## src/sv/wpm_pkg.sv

```systemverilog
package wpm_pkg;

    // longest pattern that is kept, one cell for each byte
    localparam int MAX_PATTERN = 32;
    localparam int LEN_W       = $clog2(MAX_PATTERN + 1);

    // wildcard bytes in the pattern
    localparam logic [7:0] SYM_STAR = 8'd42;
    localparam logic [7:0] SYM_ANY  = 8'd63;

    // input transaction kinds
    localparam logic KIND_PATTERN = 1'b0;
    localparam logic KIND_TEXT    = 1'b1;

    // controls broadcast to every cell of the row
    typedef struct packed {
        logic       pat_go;
        logic       text_go;
        logic       clear;
        logic       last;
        logic [7:0] symbol;
    } cell_ctl_t;

endpackage

```

## src/sv/wildcard_pattern_match.sv

```systemverilog
// Wildcard pattern matcher ('?' any one byte, '*' any run of bytes).
// Input channel in_valid/in_stall carries kind, symbol and last. A pattern
// is streamed first (kind 0), its closing byte marked by last; then text
// bytes (kind 1), each string closed by last.
// Output channel out_valid/out_stall carries matched, final_flag, overflow.
// A closing pattern byte gives one result (empty-text match); every text
// byte gives one result telling whether the pattern matches the text so
// far. Other pattern bytes give none.
// The result is registered in the cycle after its transaction is taken, and
// one transaction is taken every cycle unless a held result stalls the input.
// Column update ripples combinationally through 32 cells, setting the clock period.
// Pattern bytes beyond 32 are dropped, overflow is raised and matched reads 0.
// Reset empties the pattern and the output register; the first pattern byte
// after reset or after a closed pattern starts a new pattern.
// When the receiver stalls, the result is held and in_stall rises only while
// a held result is still waiting.
module wildcard_pattern_match (
    input  logic       clk,
    input  logic       rst_n,
    input  logic       in_valid,
    output logic       in_stall,
    input  logic       kind,
    input  logic [7:0] symbol,
    input  logic       last,
    output logic       out_valid,
    input  logic       out_stall,
    output logic       matched,
    output logic       final_flag,
    output logic       overflow
);
    import wpm_pkg::*;

    logic [LEN_W-1:0] len_reg;
    logic [LEN_W-1:0] len_next;
    logic [LEN_W-1:0] len_eff;
    logic             pending_reg;
    logic             pending_next;
    logic             ovf_reg;
    logic             ovf_next;
    logic             m0_reg;
    logic             m0_next;
    logic             in_take;
    logic             wr_ok;
    logic             out_load;
    logic             out_valid_reg;
    logic             out_valid_next;
    logic             matched_reg;
    logic             final_reg;
    logic             overflow_reg;
    logic             sel;
    cell_ctl_t        ctl;

    logic [MAX_PATTERN-1:0] wr_v;
    logic [MAX_PATTERN-1:0] new_v;
    logic [MAX_PATTERN-1:0] old_v;
    logic [MAX_PATTERN-1:0] init_v;
    logic [MAX_PATTERN-1:0] res_v;
    logic [MAX_PATTERN-1:0] tail_v;

    // handshake: take input whenever the output register is free or emptying
    assign in_stall = out_valid_reg && out_stall;
    assign in_take  = in_valid && !in_stall;

    // pattern length bookkeeping
    assign len_eff = pending_reg ? '0 : len_reg;
    assign wr_ok   = (len_eff < LEN_W'(MAX_PATTERN));

    assign ctl.pat_go  = in_take && (kind == KIND_PATTERN);
    assign ctl.text_go = in_take && (kind == KIND_TEXT);
    assign ctl.clear   = pending_reg;
    assign ctl.last    = last;
    assign ctl.symbol  = symbol;

    always_comb
    begin
        priority if (ctl.pat_go && wr_ok)
        begin
            len_next = len_eff + LEN_W'(1);
        end
        else if (ctl.pat_go)
        begin
            len_next = len_eff;
        end
        else
        begin
            len_next = len_reg;
        end
    end

    assign ovf_next     = ctl.pat_go ? ((!pending_reg && ovf_reg) || !wr_ok) : ovf_reg;
    assign pending_next = ctl.pat_go ? last : pending_reg;

    // cell zero of the column: empty pattern against the text so far
    always_comb
    begin
        priority if (ctl.pat_go)
        begin
            m0_next = 1'b1;
        end
        else if (ctl.text_go)
        begin
            m0_next = last;
        end
        else
        begin
            m0_next = m0_reg;
        end
    end

    // row of pattern cells
    for (genvar k = 0; k < MAX_PATTERN; k++)
    begin : g_cell
        assign wr_v[k]   = wr_ok && (len_eff == LEN_W'(k));
        assign tail_v[k] = (len_next == LEN_W'(k + 1));

        if (k == 0)
        begin : g_first
            wpm_cell u_cell (
                .clk       (clk),
                .rst_n     (rst_n),
                .ctl       (ctl),
                .wr_en     (wr_v[k]),
                .left_new  (1'b0),
                .left_old  (m0_reg),
                .left_init (1'b1),
                .new_bit   (new_v[k]),
                .old_bit   (old_v[k]),
                .init_bit  (init_v[k]),
                .res_bit   (res_v[k])
            );
        end
        else
        begin : g_next
            wpm_cell u_cell (
                .clk       (clk),
                .rst_n     (rst_n),
                .ctl       (ctl),
                .wr_en     (wr_v[k]),
                .left_new  (new_v[k-1]),
                .left_old  (old_v[k-1]),
                .left_init (init_v[k-1]),
                .new_bit   (new_v[k]),
                .old_bit   (old_v[k]),
                .init_bit  (init_v[k]),
                .res_bit   (res_v[k])
            );
        end
    end

    // result is the cell at the end of the pattern; empty pattern never matches text
    assign sel = |(tail_v & res_v);

    assign out_load       = in_take && ((kind == KIND_TEXT) || last);
    assign out_valid_next = out_load ? 1'b1 : (out_valid_reg && out_stall);

    // control state
    always_ff @(posedge clk or negedge rst_n)
    begin
        if (!rst_n)
        begin
            len_reg       <= '0;
            pending_reg   <= 1'b1;
            ovf_reg       <= 1'b0;
            m0_reg        <= 1'b1;
            out_valid_reg <= 1'b0;
        end
        else
        begin
            len_reg       <= len_next;
            pending_reg   <= pending_next;
            ovf_reg       <= ovf_next;
            m0_reg        <= m0_next;
            out_valid_reg <= out_valid_next;
        end
    end

    // output payload register
    always_ff @(posedge clk)
    begin
        if (out_load)
        begin
            matched_reg  <= sel && !ovf_next;
            final_reg    <= last;
            overflow_reg <= ovf_next;
        end
    end

    assign out_valid  = out_valid_reg;
    assign matched    = matched_reg;
    assign final_flag = final_reg;
    assign overflow   = overflow_reg;

endmodule

```

## src/sv/wpm_cell.sv

```systemverilog
module wpm_cell (
    input  logic               clk,
    input  logic               rst_n,
    input  wpm_pkg::cell_ctl_t ctl,
    input  logic               wr_en,
    input  logic               left_new,
    input  logic               left_old,
    input  logic               left_init,
    output logic               new_bit,
    output logic               old_bit,
    output logic               init_bit,
    output logic               res_bit
);
    import wpm_pkg::*;

    logic [7:0] sym_reg;
    logic       match_reg;
    logic       match_next;
    logic       init_reg;
    logic       init_next;
    logic       is_star;
    logic       hit;

    // pattern byte held by this cell
    always_ff @(posedge clk)
    begin
        if (ctl.pat_go && wr_en)
        begin
            sym_reg <= ctl.symbol;
        end
    end

    // column update: diagonal for literal and '?', ripple from the left for '*'
    assign is_star = (sym_reg == SYM_STAR);
    assign hit     = (sym_reg == ctl.symbol) || (sym_reg == SYM_ANY);

    always_comb
    begin
        if (is_star)
        begin
            new_bit = match_reg | left_new;
        end
        else
        begin
            new_bit = hit & left_old;
        end
    end

    // empty-text column: set while every byte up to here is a star
    always_comb
    begin
        priority if (ctl.pat_go && wr_en)
        begin
            init_next = left_init && (ctl.symbol == SYM_STAR);
        end
        else if (ctl.pat_go && ctl.clear)
        begin
            init_next = 1'b0;
        end
        else
        begin
            init_next = init_reg;
        end
    end

    // pattern bytes and closed texts reload the column from the empty-text column
    always_comb
    begin
        priority if (ctl.pat_go)
        begin
            match_next = init_next;
        end
        else if (ctl.text_go)
        begin
            match_next = ctl.last ? init_reg : new_bit;
        end
        else
        begin
            match_next = match_reg;
        end
    end

    always_ff @(posedge clk or negedge rst_n)
    begin
        if (!rst_n)
        begin
            match_reg <= 1'b0;
            init_reg  <= 1'b0;
        end
        else
        begin
            match_reg <= match_next;
            init_reg  <= init_next;
        end
    end

    assign old_bit  = match_reg;
    assign init_bit = init_reg;
    assign res_bit  = ctl.pat_go ? init_next : new_bit;

endmodule

```

## config.mk

```make
export PLATFORM = sky130hd
export DESIGN_NAME = wildcard_pattern_match
export DESIGN_NICKNAME = d
export VERILOG_FILES = /design/src/sv/wpm_pkg.sv /design/src/sv/wildcard_pattern_match.sv /design/src/sv/wpm_cell.sv
export SDC_FILE = /design/constraint.sdc
export NUM_CORES = 1
export LEC_CHECK = 0
export BUFFER_PORTS_ARGS = -buffer_cell sky130_fd_sc_hd__buf_2
export CAP_MARGIN = 30
export CORE_ASPECT_RATIO = 1.75
export CORE_MARGIN = 5
export CORE_UTILIZATION = 45
export DETAILED_ROUTE_END_ITERATION = 10
export PLACE_DENSITY = 0.62
export SLEW_MARGIN = 20
export SYNTH_ARGS = -nofsm -noshare
export SYNTH_HDL_FRONTEND = slang
export SYNTH_HIERARCHICAL = 1
export SYNTH_SLANG_ARGS = --single-unit
```

## constraint.sdc

```tcl
create_clock -name clk -period 57.1 [get_ports clk]
set_clock_uncertainty 0.15 [all_clocks]
set_input_delay 5.71 -clock clk [delete_from_list [all_inputs] [get_ports clk]]
set_output_delay 5.71 -clock clk [all_outputs]
set_load 0.005 [all_outputs]
```

Word-level counts from Yosys, hierarchy flattened
Index checks and enable logic that the tools add are counted.

$add $sub $neg: 1. Magnitude comparators: 1. Eq/ne operators: 160. Multiplexer cells: 231. Bitwise logic cells: 65. Reductions and logical operators: 145.

Operators by type and width (number): $eq A8 B6 Y1 const B (65); $eq A8 B8 Y1 (32); $mux W1 (228); $eq A6 B5 Y1 const B (32); $logic_and A1 B1 Y1 (104); $eq A6 B4 Y1 const B (16); $eq A6 B3 Y1 const B (8); $logic_or A1 B1 Y1 (34); $and A1 B1 Y1 (32); $and A32 B32 Y32 (1); $reduce_or A32 Y1 (1); $or A1 B1 Y1 (31); $eq A6 B2 Y1 const B (4); $mux W6 (3); $eq A6 B1 Y1 const B (2); $add A6 B1 Y6 const B (1); $eq A6 B6 Y1 const B (1); $logic_not A6 Y1 (1); $lt A6 B6 Y1 const B (1); $logic_not A1 Y1 (4); $reduce_bool A2 Y1 (1); $not A1 Y1 (1).

Flip-flop bits (word level): 333. Bits of input ports: 14. Output and inout bits: 5.

Longest topological paths before layout
Depth after elaboration: 70. Depth in mapped cells: 101. Mapped depth without buffers: 101.

Cells and area by module
The synthesis kept the hierarchy.

Modules (own cells, without submodules): wpm_cell (times used 32, cells an instance 44, area an instance 548.0 um^2, seq. area each 290.3 um^2); wildcard_pattern_match (times used 1, cells an instance 214, area an instance 1525.2 um^2, seq. area each 342.8 um^2).

Worst setup path before layout
No wires, ideal clock.

Path kind: input -> register. From: in symbol[1]. To: reg matched_reg, in the netlist matched, data pin. Setup time: 289 ps. Arrival time: 23109 ps. Data required time: 56661 ps. Setup slack: 33553 ps. Stages on the path: 101. Path through: xor2_1 -> nor4_2 -> a21oi_1 -> nor2_1 -> or2_2 -> mux2i_1 -> nor2_1 -> or2_2 -> mux2i_1 -> nor2_1 -> or2_2 -> mux2i_1 -> nor2_1 -> or2_2 -> mux2i_1 -> nor2_1 -> or2_2 -> mux2i_1 -> [65 not listed] -> mux2i_1 -> nor2_1 -> or2_2 -> mux2i_1 -> nor2_1 -> or2_2 -> mux2i_1 -> nor2_1 -> or2_2 -> mux2i_1 -> nor2_1 -> or2_2 -> mux2i_1 -> o31ai_1 -> or3b_1 -> a21oi_1 -> a211oi_1 -> a31oi_1.

Cells in the longest elaborated chain, start to end: 70. Elaborated cells between the ends (all ways): 258.

RTL lines: start: declaration (line wildcard_pattern_match.sv:23) `input logic [7:0] symbol,`; $eq A8 B8 Y1 (line wpm_cell.sv:35) `assign hit = (sym_reg == ctl.symbol) || (sym_reg == SYM_ANY);`; $logic_or A1 B1 Y1 (line wpm_cell.sv:35); $and A1 B1 Y1 (line wpm_cell.sv:45) `new_bit = hit & left_old;`; $mux W1 (line wpm_cell.sv:39) `if (is_star)`; named net new_v[0] (line wildcard_pattern_match.sv:54) `logic [MAX_PATTERN-1:0] new_v;`; $or A1 B1 Y1 (line wpm_cell.sv:41) `new_bit = match_reg | left_new;`; $mux W1 (line wpm_cell.sv:39); named net new_v[1] (line wildcard_pattern_match.sv:54); [2 not listed]; named net new_v[2] (line wildcard_pattern_match.sv:54); [2 not listed]; named net new_v[3] (line wildcard_pattern_match.sv:54); [2 not listed]; named net new_v[4] (line wildcard_pattern_match.sv:54); [2 not listed]; named net new_v[5] (line wildcard_pattern_match.sv:54); [2 not listed]; named net new_v[6] (line wildcard_pattern_match.sv:54); [2 not listed]; named net new_v[7] (line wildcard_pattern_match.sv:54); [2 not listed]; named net new_v[8] (line wildcard_pattern_match.sv:54); [2 not listed]; named net new_v[9] (line wildcard_pattern_match.sv:54); [2 not listed]; named net new_v[10] (line wildcard_pattern_match.sv:54); [2 not listed]; named net new_v[11] (line wildcard_pattern_match.sv:54); [2 not listed]; named net new_v[12] (line wildcard_pattern_match.sv:54); [2 not listed]; named net new_v[13] (line wildcard_pattern_match.sv:54); [2 not listed]; named net new_v[14] (line wildcard_pattern_match.sv:54); [2 not listed]; named net new_v[15] (line wildcard_pattern_match.sv:54); [2 not listed]; named net new_v[16] (line wildcard_pattern_match.sv:54); [2 not listed]; named net new_v[17] (line wildcard_pattern_match.sv:54); [2 not listed]; named net new_v[18] (line wildcard_pattern_match.sv:54); [2 not listed]; named net new_v[19] (line wildcard_pattern_match.sv:54); [2 not listed]; named net new_v[20] (line wildcard_pattern_match.sv:54); [2 not listed]; named net new_v[21] (line wildcard_pattern_match.sv:54); [2 not listed]; named net new_v[22] (line wildcard_pattern_match.sv:54); [2 not listed]; named net new_v[23] (line wildcard_pattern_match.sv:54); [2 not listed]; named net new_v[24] (line wildcard_pattern_match.sv:54); [2 not listed]; named net new_v[25] (line wildcard_pattern_match.sv:54); [2 not listed]; named net new_v[26] (line wildcard_pattern_match.sv:54); [2 not listed]; named net new_v[27] (line wildcard_pattern_match.sv:54); [2 not listed]; named net new_v[28] (line wildcard_pattern_match.sv:54); [2 not listed]; named net new_v[29] (line wildcard_pattern_match.sv:54); [2 not listed]; named net new_v[30] (line wildcard_pattern_match.sv:54); $or A1 B1 Y1 (line wpm_cell.sv:41); $mux W1 (line wpm_cell.sv:39); $mux W1 (line wpm_cell.sv:99) `assign res_bit = ctl.pat_go ? init_next : new_bit;`; named net res_v[31] (line wildcard_pattern_match.sv:57) `logic [MAX_PATTERN-1:0] res_v;`; $and A32 B32 Y32 (line wildcard_pattern_match.sv:151) `assign sel = |(tail_v & res_v);`; $reduce_or A32 Y1 (line wildcard_pattern_match.sv:151); $logic_and A1 B1 Y1 (line wildcard_pattern_match.sv:182) `matched_reg <= sel && !ovf_next;`; end signal: assignment (line wildcard_pattern_match.sv:182); end: declaration (line wildcard_pattern_match.sv:47) `logic matched_reg;`.

The timed path passes the listed nets, and every way through them passes these cells. A chain may end at the register's enable or synchronous reset.

Worst setup path in the final report
From: in symbol[4]. To: reg matched_reg, in the netlist matched, data pin.

The elaborated chain is that of the path after synthesis.

==> qor.tcl <==
set qor(wire_length_of_the_first_global_routing_pass_mm) 80.3
set qor(cts.root.buffer_cell) {sky130_fd_sc_hd__clkbuf_16}
set qor(commonest_cells_after_routing_fill_and_taps_aside) {sky130_fd_sc_hd__edfxtp_1, sky130_fd_sc_hd__xor2_1, sky130_fd_sc_hd__nor2_1}
set qor(gr-total-overflow) 0
set qor(area_of_the_multi_input_gates_um2) 9350
set qor(power_frac_comb_pct) 16.4
set qor(gr-usage-all-layers_pct) 21.9
set qor(clock_latency_ns) 0.59
set qor(vias_per_cell) 6.08
set qor(antenna_violations_before_repair) 1
set qor(clk_transition_reported_paths_ns) 0.07
set qor(post_cts_resized) 0
set qor(timing.critical_path.to_type) {flip-flop}
set qor(std_cell_rows) 99
set qor(register_area_um2) 9630
set qor(critPathBufInv) 1
set qor(synthesized_area_divided_by_synthesized_cell_count_um2) 11.8
set qor(switching_power_of_the_nets_mw) 0.175
set qor(unrepaired_setup_endpoints_after_global_routing) {false}
set qor(cts_hold_buffers) 0
set qor(setup_violations) 0
set qor(grt_start_max_net_pins) 91
set qor(finalHoldViolations) 0
set qor(power.static_leakage_nw) 7.87
set qor(detailedPlace.worstSlack_ns) 31.02
set qor(initial_core_util_pct) 45.5
set qor(critPathKind) {primary input to flip-flop}
set qor(worst_case_reg_to_reg_path_depth) 101
set qor(period_minus_slack_ns) 25.56
set qor(top_level_ports) 19
set qor(num-fill-cells) 3763
set qor(critPathSlowestCell) {sky130_fd_sc_hd__buf_4}
set qor(first_pass_iters) 7
set qor(crit_path_leading_delay_family) {simple AND/OR/NAND/NOR gates}
set qor(run_status) {finished, final reports clean}
set qor(routabilityCongestion) 0.899
set qor(irDropWorstVdd_v) 0.0000191
set qor(number_of_instances_on_the_worst_hold_path) 1
set qor(place_hpwl_mm) 34.4
set qor(clock_network_power_share_pct) 35.0
set qor(die_width_um) 166
set qor(timing.critical_path.fanout_max) 27
set qor(hold_crit_path_type) {flip-flop to flip-flop}
set qor(max-slew-margin-rel_pct) 42.8
set qor(flip_flop_count_of_the_largest_register_after_layout) 248
set qor(post-cts-setup-buffer-count) 0
set qor(die_area_um2) 46700
set qor(worstSetupPathDepth) 102
set qor(area_growth_pct) 10.5
set qor(p_int_mw) 0.415
set qor(syn-instance-count) 1621
set qor(core_um2) 41900
set qor(numClockSinks) 333
set qor(antenna-diode-count) 0
set qor(route.antenna.remaining_nets) 0
set qor(drt-total-wl_mm) 51.3
set qor(fraction_of_layout_cells_with_a_size_suffix_above_1_pct) 16.2
set qor(placed_area_um2) 20100
set qor(finish.net_count) 1701
set qor(post-route-cell-area_um2) 21100
set qor(crit_path_start_kind) {primary input}
set qor(pwr_density_cell_nw_per_um2) 28.0
set qor(detail_route.wl_per_cell_um) 22.6
set qor(max_freq_ghz) 0.0391
set qor(switching_share_pct) 29.6
set qor(floorplan.die.height_um) 282
set qor(yosys_warnings) 6
set qor(fin_ws_ns) 31.54
set qor(net_count_after_synthesis) 1635
set qor(finalCritPeriodShare_pct) 44.8
set qor(crit_required_ns) 57.28
set qor(layout_commonest_cell) {sky130_fd_sc_hd__edfxtp_1}
set qor(grt_pass1_vias) 14200
set qor(numPortBuffers) 18
set qor(seqPwrFrac_pct) 48.6
set qor(max_stage_delay_ns) 0.35
set qor(cts-buffers-inserted) 31
set qor(drtIter0Drc) 815
set qor(final-max-slew-violation-count) 0
set qor(h-tree-depth) 1
set qor(cts_buffer_depth) 3
set qor(actual_slew_at_the_worst_max_slew_pin_ns) 0.858
set qor(critical_path_arrival_ns) 25.74
set qor(finalSetupTns_ns) 0
set qor(synthesis.area_um2) 19100
set qor(routed-via-count) 13800
set qor(tritoncts) {yes}
set qor(route.detailed.drc) 0
set qor(cap_viol_max_count) 0
==> layer usage <==
layer	share of wire [%]	up-vias	global-route usage, %
li1	-	6373	-
met1	40	6980	26.2
met2	52	346	40.3
met3	4.1	94	2.11
met4	3.9	0	8.62
met5	0	-	0
==> power by group through the flow <==
stage                     clock network (mW)  logic, mW  registers (mW)
after CTS                              0.211     0.0963           0.286
after detailed placement                   0     0.0959           0.291
final                                  0.206     0.0968           0.286
after global routing                   0.220      0.105           0.287
after floorplan                            0     0.0672           0.282
after global placement                     0     0.0949           0.291
==> cell type report <==
cell class                      count  area share (%)
Inverter                            6           0.131
Clock inverter                     17           0.666
Sequential cell                   333            45.7
Tap cell                          555            3.30
Multi-Input combinational cell   1267            44.4
Clock buffer                       41            4.10
Timing Repair Buffer               48            1.66
==> final timing paths <==
path                                                     start                                end  slack, ns
max                                                  symbol[4]                            matched      31.54
min                          g_cell[31].g_next.u_cell/init_bit  g_cell[31].g_next.u_cell/init_bit       0.42
max reg2reg                g_cell[0].g_first.u_cell/sym_reg[2]                            matched      36.45
min reg2reg                  g_cell[31].g_next.u_cell/init_bit  g_cell[31].g_next.u_cell/init_bit       0.42
max in group asynchronous                                rst_n   g_cell[18].g_next.u_cell/old_bit      50.79
min in group asynchronous                                rst_n  g_cell[31].g_next.u_cell/init_bit       4.89
==> stage by stage <==
stage	total power [mW]	hold slack [ns]	utilization [%]	std cells
2_1_floorplan	0.349	0.331	-	1621
3_3_place_gp	0.386	0.382	47.9	2209
3_5_place_dp	0.387	0.394	47.9	2209
4_1_cts	0.593	0.411	50.3	2267
5_1_grt	0.613	0.443	50.3	2267
6_report	0.589	0.418	50.3	2267
Power figures use the tool's default switching activity.
